<file path="config.mk">
export PLATFORM = sky130hd
export DESIGN_NAME = contiguous_slot_bitmap_allocator_flat
export DESIGN_NICKNAME = d
export VERILOG_FILES = /design/src/hw/rtl/csba_pkg.sv /design/src/hw/rtl/csba_req_if.sv /design/src/hw/rtl/csba_rsp_if.sv /design/src/hw/rtl/csba_window_check.sv /design/src/hw/rtl/contiguous_slot_bitmap_allocator.sv /design/src/flat_wrapper.sv
export SDC_FILE = /design/constraint.sdc
export NUM_CORES = 1
export LEC_CHECK = 0
export ABC_AREA = 1
export BUFFER_PORTS_ARGS = -buffer_cell sky130_fd_sc_hd__buf_4
export CAP_MARGIN = 20
export CORE_MARGIN = 2
export CORE_UTILIZATION = 50
export CTS_BUF_LIST = sky130_fd_sc_hd__clkbuf_2
export DETAILED_ROUTE_END_ITERATION = 10
export PLACE_DENSITY = 0.66
export SLEW_MARGIN = 20
export SYNTH_ARGS = -nofsm -noshare
export SYNTH_HDL_FRONTEND = slang
export SYNTH_HIERARCHICAL = 1
export SYNTH_SLANG_ARGS = --single-unit
</file>
<file path="constraint.sdc">
create_clock -name clk -period 5 [get_ports clk]
set_input_delay 0.25 -clock clk [delete_from_list [all_inputs] [get_ports clk]]
set_output_delay 0.25 -clock clk [all_outputs]
set_load 0.005 [all_outputs]
</file>
<file path="src/hw/rtl/csba_pkg.sv">
package csba_pkg;

  // widths of the request and response fields
  localparam int unsigned OP_W      = 1;
  localparam int unsigned CNT_FLD_W = 7;
  localparam int unsigned BASE_W    = 6;
  localparam int unsigned START_W   = 6;

  // widest map that the free path works on
  localparam int unsigned MAP_MAX_W = 64;

  // request operation codes
  localparam logic [OP_W-1:0] OP_ALLOC = 1'b0;
  localparam logic [OP_W-1:0] OP_FREE  = 1'b1;

  // status of one window check
  typedef struct packed {
    logic fits;   // run lies inside the map
    logic clear;  // every slot in the run is free
  } csba_win_t;

endpackage

</file>
<file path="src/hw/rtl/csba_req_if.sv">
interface csba_req_if;
  logic                             valid;
  logic                             ready;
  logic [csba_pkg::OP_W-1:0]        operation;
  logic [csba_pkg::CNT_FLD_W-1:0]   count;
  logic                             aligned;
  logic [csba_pkg::BASE_W-1:0]      free_base;

  modport source (output valid, operation, count, aligned, free_base, input ready);
  modport sink   (input valid, operation, count, aligned, free_base, output ready);
endinterface

</file>
<file path="src/hw/rtl/csba_rsp_if.sv">
interface csba_rsp_if;
  logic                           valid;
  logic                           ready;
  logic                           ok;
  logic [csba_pkg::START_W-1:0]   start_slot;

  modport source (output valid, ok, start_slot, input ready);
  modport sink   (input valid, ok, start_slot, output ready);
endinterface

</file>
<file path="src/hw/rtl/csba_window_check.sv">
module csba_window_check #(
  parameter int unsigned SLOTS = 64
) (
  input  logic [SLOTS-1:0]               map_i,
  input  logic [$clog2(SLOTS+1)-1:0]     cnt_i,
  input  logic [$clog2(SLOTS)+1:0]       off_i,
  output logic [SLOTS-1:0]               run_o,
  output csba_pkg::csba_win_t            stat_o
);
  import csba_pkg::*;

  localparam int unsigned IDX_W = $clog2(SLOTS);
  localparam int unsigned SUM_W = IDX_W + 2;

  logic [SLOTS-1:0] base_mask;
  logic [SUM_W-1:0] run_end;

  // low cnt bits set; a full-width run shifts every one out
  assign base_mask = ~({SLOTS{1'b1}} << cnt_i);

  // run placed at the current offset
  assign run_o = base_mask << off_i[IDX_W-1:0];

  // end of run must stay inside the map
  assign run_end     = off_i + SUM_W'(cnt_i);
  assign stat_o.fits = (run_end <= SUM_W'(SLOTS));

  // overlap with used slots
  assign stat_o.clear = ((map_i & run_o) == '0);

endmodule

</file>
<file path="src/hw/rtl/contiguous_slot_bitmap_allocator.sv">
// channel   | dir | handshake     | payload
// in_req    | in  | valid / ready | operation, count, aligned, free_base
// out_rsp   | out | valid / ready | ok, start_slot
//
// one request at a time; in_req.ready is high only while idle
// free, zero-count and oversize allocate: accept cycle, then response
// allocate: accept cycle, then one window check per cycle over offsets,
// up to SLOTS + 1 checks (the last one finds the run past the top)
// the response register holds until out_rsp.ready; no new request meanwhile
// rst_n (synchronous) empties the occupancy map and returns to idle
module contiguous_slot_bitmap_allocator #(
  parameter int unsigned SLOTS = 64
) (
  input  logic          clk,
  input  logic          rst_n,
  csba_req_if.sink      in_req,
  csba_rsp_if.source    out_rsp
);
  import csba_pkg::*;

  localparam int unsigned IDX_W = $clog2(SLOTS);
  localparam int unsigned CNT_W = $clog2(SLOTS+1);
  localparam int unsigned SUM_W = IDX_W + 2;

  typedef enum logic [2:0] {
    ST_IDLE = 3'b001,
    ST_SCAN = 3'b010,
    ST_RESP = 3'b100
  } state_t;

  state_t               state_r, state_nxt;
  logic [SLOTS-1:0]     map_r, map_nxt;
  logic [SUM_W-1:0]     off_r, off_nxt;
  logic [CNT_W-1:0]     cnt_r, cnt_nxt;
  logic [CNT_W-1:0]     step_r, step_nxt;
  logic                 ok_r, ok_nxt;
  logic [START_W-1:0]   slot_r, slot_nxt;

  logic                 req_fire;
  logic [MAP_MAX_W-1:0] free_run;
  logic [SLOTS-1:0]     win_run;
  csba_win_t            win_stat;

  assign req_fire = in_req.valid && in_req.ready;

  // free run: all ones for count of 64 or more, bits past the top drop
  assign free_run = (in_req.count[CNT_FLD_W-1] ? {MAP_MAX_W{1'b1}}
                     : ~({MAP_MAX_W{1'b1}} << in_req.count[CNT_FLD_W-2:0]))
                    << in_req.free_base;

  // single window check unit, used by the scan
  csba_window_check #(
    .SLOTS (SLOTS)
  ) u_win (
    .map_i  (map_r),
    .cnt_i  (cnt_r),
    .off_i  (off_r),
    .run_o  (win_run),
    .stat_o (win_stat)
  );

  // sequencer
  always_comb begin
    state_nxt = state_r;
    map_nxt   = map_r;
    off_nxt   = off_r;
    cnt_nxt   = cnt_r;
    step_nxt  = step_r;
    ok_nxt    = ok_r;
    slot_nxt  = slot_r;
    unique case (state_r)
      ST_IDLE: begin
        if (req_fire) begin
          ok_nxt   = 1'b1;
          slot_nxt = '0;
          off_nxt  = '0;
          if (in_req.operation == OP_FREE) begin
            map_nxt   = map_r & ~free_run[SLOTS-1:0];
            state_nxt = ST_RESP;
          end else if (in_req.count == '0) begin
            state_nxt = ST_RESP;
          end else if (in_req.count > CNT_FLD_W'(SLOTS)) begin
            ok_nxt    = 1'b0;
            state_nxt = ST_RESP;
          end else begin
            cnt_nxt   = CNT_W'(in_req.count);
            step_nxt  = in_req.aligned ? CNT_W'(in_req.count) : CNT_W'(1);
            state_nxt = ST_SCAN;
          end
        end
      end
      ST_SCAN: begin
        if (!win_stat.fits) begin
          ok_nxt    = 1'b0;
          slot_nxt  = '0;
          state_nxt = ST_RESP;
        end else if (win_stat.clear) begin
          map_nxt   = map_r | win_run;
          ok_nxt    = 1'b1;
          slot_nxt  = START_W'(off_r[IDX_W-1:0]);
          state_nxt = ST_RESP;
        end else begin
          off_nxt = off_r + SUM_W'(step_r);
        end
      end
      ST_RESP: begin
        if (out_rsp.ready) begin
          state_nxt = ST_IDLE;
        end
      end
      default: begin
        state_nxt = ST_IDLE;
      end
    endcase
  end

  // control state
  always_ff @(posedge clk) begin
    if (!rst_n) begin
      state_r <= ST_IDLE;
      map_r   <= '0;
    end else begin
      state_r <= state_nxt;
      map_r   <= map_nxt;
    end
  end

  // scan and response payload
  always_ff @(posedge clk) begin
    off_r  <= off_nxt;
    cnt_r  <= cnt_nxt;
    step_r <= step_nxt;
    ok_r   <= ok_nxt;
    slot_r <= slot_nxt;
  end

  // ports
  assign in_req.ready       = (state_r == ST_IDLE);
  assign out_rsp.valid      = (state_r == ST_RESP);
  assign out_rsp.ok         = ok_r;
  assign out_rsp.start_slot = slot_r;

endmodule

</file>
<file path="src/flat_wrapper.sv">
// flat-port wrapper written by rule: the top's interface ports become plain ports
module contiguous_slot_bitmap_allocator_flat import csba_pkg::*;
#(
  parameter int unsigned SLOTS = 64
)
  (clk, rst_n, in_req_valid, in_req_operation, in_req_count, in_req_aligned, in_req_free_base, in_req_ready, out_rsp_valid, out_rsp_ok, out_rsp_start_slot, out_rsp_ready);
  csba_req_if in_req_i ();
  csba_rsp_if out_rsp_i ();
  input  logic clk;
  input  logic rst_n;
  input wire logic [$bits(in_req_i.valid)-1:0] in_req_valid;
  input wire logic [$bits(in_req_i.operation)-1:0] in_req_operation;
  input wire logic [$bits(in_req_i.count)-1:0] in_req_count;
  input wire logic [$bits(in_req_i.aligned)-1:0] in_req_aligned;
  input wire logic [$bits(in_req_i.free_base)-1:0] in_req_free_base;
  output wire logic [$bits(in_req_i.ready)-1:0] in_req_ready;
  output wire logic [$bits(out_rsp_i.valid)-1:0] out_rsp_valid;
  output wire logic [$bits(out_rsp_i.ok)-1:0] out_rsp_ok;
  output wire logic [$bits(out_rsp_i.start_slot)-1:0] out_rsp_start_slot;
  input wire logic [$bits(out_rsp_i.ready)-1:0] out_rsp_ready;
  assign in_req_i.valid = in_req_valid;
  assign in_req_i.operation = in_req_operation;
  assign in_req_i.count = in_req_count;
  assign in_req_i.aligned = in_req_aligned;
  assign in_req_i.free_base = in_req_free_base;
  assign in_req_ready = in_req_i.ready;
  assign out_rsp_valid = out_rsp_i.valid;
  assign out_rsp_ok = out_rsp_i.ok;
  assign out_rsp_start_slot = out_rsp_i.start_slot;
  assign out_rsp_i.ready = out_rsp_ready;
  contiguous_slot_bitmap_allocator #(.SLOTS(SLOTS)) u_core (.clk(clk), .rst_n(rst_n), .in_req(in_req_i), .out_rsp(out_rsp_i));
endmodule
</file>
== Word level (Yosys, flattened, before mapping) ==
Cells that the tools add are included.
Word-level totals
  register bits after elaboration: 96
  input bits: 19
  word-level logic and storage cells: 72
Cells by class
  multiplexer cells: 29
  order comparisons: 2
  bitwise operators: 9
  add/sub/neg operators: 2
  shift operators: 4
  reductions and logical operators: 9
  equality and inequality tests: 10
Operators by type and width (number)
  64-bit two-way mux: 5
  64-bit NOT: 3
  64-bit AND: 2
  64-bit one-hot mux with 2 select lines: 1
  64-bit by 6-bit << shifter with 64-bit output: 2
  64-bit zero test: 1
  64-bit OR: 1
  64-bit by 6-bit << shifter with 64-bit output, first input constant: 1
  64-bit by 7-bit << shifter with 64-bit output, first input constant: 1
  8-bit two-way mux: 3
  3-bit two-way mux: 7
  6-bit two-way mux: 3
  8-bit by 7-bit adder with 8-bit output: 2
  8-bit one-hot mux with 2 select lines: 1
  6-bit one-hot mux with 2 select lines: 1
  5-bit AND reduction: 2
  3-bit one-hot mux with 3 select lines: 1
  8-bit by 7-bit less-or-equal comparator with 1-bit output, second input constant: 1
  2-bit != test, second input constant: 4
  7-bit > comparator, second input constant: 1
  7-bit zero test: 1
  1-bit two-way mux: 6
  3-bit AND reduction: 2
  2-bit by 1-bit != test with 1-bit output, second input constant: 2
  9 further kinds: 11

== Logic depth before layout (Yosys ltp) ==
  depth after elaboration: 9
  gate-level depth with buffers: 31
  gate-level depth less buffers: 28

== Cells and area by module ==
Netlist, hierarchy kept.
By module, submodules not included
  contiguous_slot_bitmap_allocator: sequential area each 2212.1 µm², area each 8678.3 µm², instances 1, cells each 1487
  csba_window_check: sequential area each 0.0 µm², area each 5711.7 µm², instances 1, cells each 1221

== Least setup slack after synthesis ==
No wires, ideal clock.
  path kind: register -> register
  start point: reg u_core.off_r[1]
  end point: reg u_core.map_r[30]
  slack: 1525 ps
  library setup time: 109 ps
  arrival time: 3366 ps
  stages on the path, launching flop included: 23
  clock period less this slack: 3475 ps
  buffers on the path: 4
  cells stage by stage: edfxtp_1 > buf_2 > inv_1 > buf_2 > buf_2 > fa_1 > o21ai_0 > a21oi_1 > nor2_1 > nor2_1 > xor2_1 > inv_1 > a21boi_0 > inv_1 > o21ai_0 > nand4_4 > inv_2 > nand3_2 > inv_4 > buf_6 > nand3_1 > nand2_1 > inv_1
RTL lines
  from (decl): RTL line contiguous_slot_bitmap_allocator.sv:33  | logic [SUM_W-1:0] off_r, off_nxt;
  from (signal assigned): RTL line contiguous_slot_bitmap_allocator.sv:130  | off_r <= off_nxt;
  to (signal assigned): RTL line contiguous_slot_bitmap_allocator.sv:124  | map_r <= map_nxt;
  to (decl): RTL line contiguous_slot_bitmap_allocator.sv:32  | logic [SLOTS-1:0] map_r, map_nxt;

==> impl_metrics.yaml <==
hold_path:
  hp-start: "in_req_free_base[5]"
  holdPathStages: 4
  hold_path_class: "input port to flop"
  holdPathEnd: "u_core/map_r[45]"
grt:
  grt_use_met2_pct: 67.5
  grt-ovfl-total: 0
  use_met3_pct: 6.16
  grtUsageTotal_pct: 42.5
  grt_max_degree: 75
  grt_pass1_vias: 17400
  top_usage_layer: "met2"
  grt_use_met1_pct: 57.0
  antenna_found_initial: 1
  grt_pass1_wl_mm: 101
yosys:
  synth_edf_count: 29
  ys.flop_type: "dfxtp_1"
  synth_nets: 2743
  synth_seq_cells: 96
  netlist_top_cells_area: "nand3_1, nand2_1, dfxtp_1"
  yosys.area.top_type: "nand3_1"
  yosys-top-cells-count: "nand3_1, nand2_1, nor2_1"
  avgSynthCellArea_sq_um: 5.31
  seq_area_frac_synth_pct: 15.4
  ys_warn_count: 6
  syn_area_sq_um: 14400
  yosys.cell_types.count: 51
  synth_most_common_cell: "nand3_1"
  synthArstFlopShare_pct: 0
  synth_top_area_share_pct: 35.1
  syn_inst: 2708
finish:
  drive_gt1_share_pct: 5.61
  syn2layout_area_growth_pct: 2.73
  final_nets: 2649
  final_cell_count_no_fill: 3004
clock_network:
  clock_latency_ns: 0.71
  cts-htree-levels: 3
  clkTransAtPathRegs_ns: 0.38
  cts-root-buf: "clkbuf_2"
  numCtsBuffers: 9
  cts_sinks: 96
  clk_path_buf_depth: 2
  post_cts_buffers: 0
  cts_tree: "built"
power:
  pwr-share-comb_pct: 68.3
  switching_share_pct: 59.2
  power_density_nw_per_um2: 315
  internal_power_mw: 1.90
  max-vdd-ir-drop_mv: 0.166
  cellLeakagePower_nw: 7.11
  p_switching_mw: 2.75
  clkPwrFrac_pct: 9.6
  p_seq_share_pct: 22.2
floorplanning:
  num_rows: 62
  num_io_pins: 28
  core-area_sq_um: 28500
  die_w_microns: 174
  dieArea_sq_um: 30200
  initial_core_util_pct: 50.4
  dieHeight_microns: 174
route:
  ant_nets: 0
  via_per_inst: 6.51
  vias: 19600
  wl_per_cell_microns: 22.1
  remaining_drc_errors: 0
  drtPass1Iterations: 7
  totalWireLength_mm: 66.5
  drt_iter0_drc: 3553
outcome:
  status: "complete, no violations"
setup_path:
  cp_max_fo: 74
  critPathCaptureType: "flop"
  startpoint_type: "flop"
  path_class: "flop to flop"
  arrival_ns: 5.29
  r2r_slack_ns: 0.35
  r2r-start: "u_core/off_r[1]"
  cp.required_ns: 5.63
  reg2reg_depth: 20
  r2r-end: "u_core/map_r[18]"
timing:
  fin_crit_sh_pct: 93.1
  finalHoldViolCount: 0
  drv_slew: 0
  worst_slew_margin_rel_pct: 33.9
  rsz0062_at_grt: "no"
  max_freq_mhz: 215
  min_period_ns: 4.65
  skew_ns: 0.0784
  setup_viol: 0
  tns_ns: 0
  worst_pin_slew_ns: 0.991
run:
  cap_violations: 0
place:
  portBuffers: 27
  routabilityCongestion: 1.01
  dp.final_hpwl_mm: 49.3
  dp.cells: 2975
## kinds of logic (layout without fill, tap and decap cells)
family | count (synthesis) | in the layout | share of synthesized area, %
other | 0 | 1 | 0
XOR/XNOR | 6 | 6 | 0.365
adder cells (fa/ha/maj) | 16 | 16 | 1.50
flip-flops | 96 | 96 | 15.4
AO/OA/AOI/OAI | 217 | 217 | 8.29
buffers and inverters | 310 | 221 | 9.48
AND/OR/NAND/NOR | 2063 | 2063 | 65.0
## critical path: stages, from the launching register on
cell and delay (ns):
edfxtp_1 0.44, buf_4 0.65, ha_1 0.38, nand3_1 0.09, nand2_1 0.10, a21oi_1 0.14
nor2_1 0.05, nor2_1 0.14, o21bai_1 0.08, a21oi_1 0.15, xor2_1 0.15, a21boi_1 0.61
inv_1 0.25, o21ai_0 0.38, nand4_4 0.19, inv_2 0.11, nand3_2 0.15, inv_6 0.28
nand3_1 0.13, nand2_1 0.07, inv_1 0.03
## cells in the final DEF, fill, tap and decap left out, drive strengths merged, types with 6 or more instances in the layout
cell,netlist,final
nand3,1012,1012
nand2,760,760
nor2,232,232
inv,114,116
a21oi,100,100
o21ai,86,86
buf,141,71
dfxtp,67,67
edfxtp,29,29
and2,27,27
nand4,20,20
ha,14,14
clkinv,8,13
dlygate4sd3,0,12
clkbuf,47,9
o211ai,8,8
a211oi,6,6
## stage by stage
step           setup slack [ns]  instance area [sq um]  utilization (%)  power, mW  hold slack (ns)
2_1_floorplan              1.52                  14400                -       3.13            0.349
3_3_place_gp              0.168                  14500             50.9       4.02            0.460
3_5_place_dp              0.184                  14500             50.9       4.04            0.465
4_1_cts                   0.171                  14800             51.7       4.49           0.0364
5_1_grt                  0.0459                  14800             51.8       4.93           0.0527
6_report                  0.345                  14800             51.8       4.66           0.0808
## routing by layer
| metal | wire length (microns) | up-vias |
|---|---|---|
| li1 | - | 9052 |
| met1 | 26000 | 8899 |
| met2 | 29300 | 1409 |
| met3 | 7730 | 207 |
| met4 | 3530 | 0 |
| met5 | 0 | - |
## flip-flops by register name (all words and copies together) (netlist names)
signal and count:
u_core/out_rsp.ok 1, u_core/state_r 3, u_core/map_r 64, u_core/off_r 8
u_core/cnt_r 7, u_core/step_r 7, u_core/out_rsp.start_slot 6
## how the worst max path moves through the flow
stage | startpoint | to | slack, ns | cells past startpoint
finish | u_core/off_r[1] | u_core/map_r[18] | 0.35 | 20
global route | u_core/cnt_r[6] | u_core/map_r[28] | 0.05 | 28
CTS | u_core/off_r[1] | u_core/map_r[59] | 0.17 | 19
detailed placement | u_core/off_r[1] | u_core/map_r[5] | 0.18 | 19
global placement | u_core/off_r[1] | u_core/map_r[5] | 0.17 | 19
floorplan | u_core/off_r[1] | u_core/map_r[30] | 1.52 | 22
## timing repair
| item | 4_1_cts | 5_1_grt |
|---|---|---|
| hold buffers | 12 | 0 |
| endpoints found under the setup margin | 0 | 61 |
| endpoints found under the hold margin | 48 | 0 |
| resized for setup | 0 | 3 |
## power by group through the flow
stage / combinational, mW / clock, mW / sequential [mW]
global placement: 2.99 / 0 / 1.03
finish: 3.18 / 0.446 / 1.03
floorplan: 2.14 / 0 / 0.988
CTS: 3.02 / 0.448 / 1.02
global route: 3.41 / 0.476 / 1.04
detailed placement: 3.00 / 0 / 1.04
## cell type report
class                   instances  area (sq um)
fillers                      3200         13800
multi-input cells            2302         10800
flip-flops and latches         96          2210
repair buffers                 83           669
well taps                     384           480
inverters                     122           472
clock inverters                 7          81.3
clock buffers                   9          45.0
diodes                          1          2.50
Power figures use the tool's default switching activity.
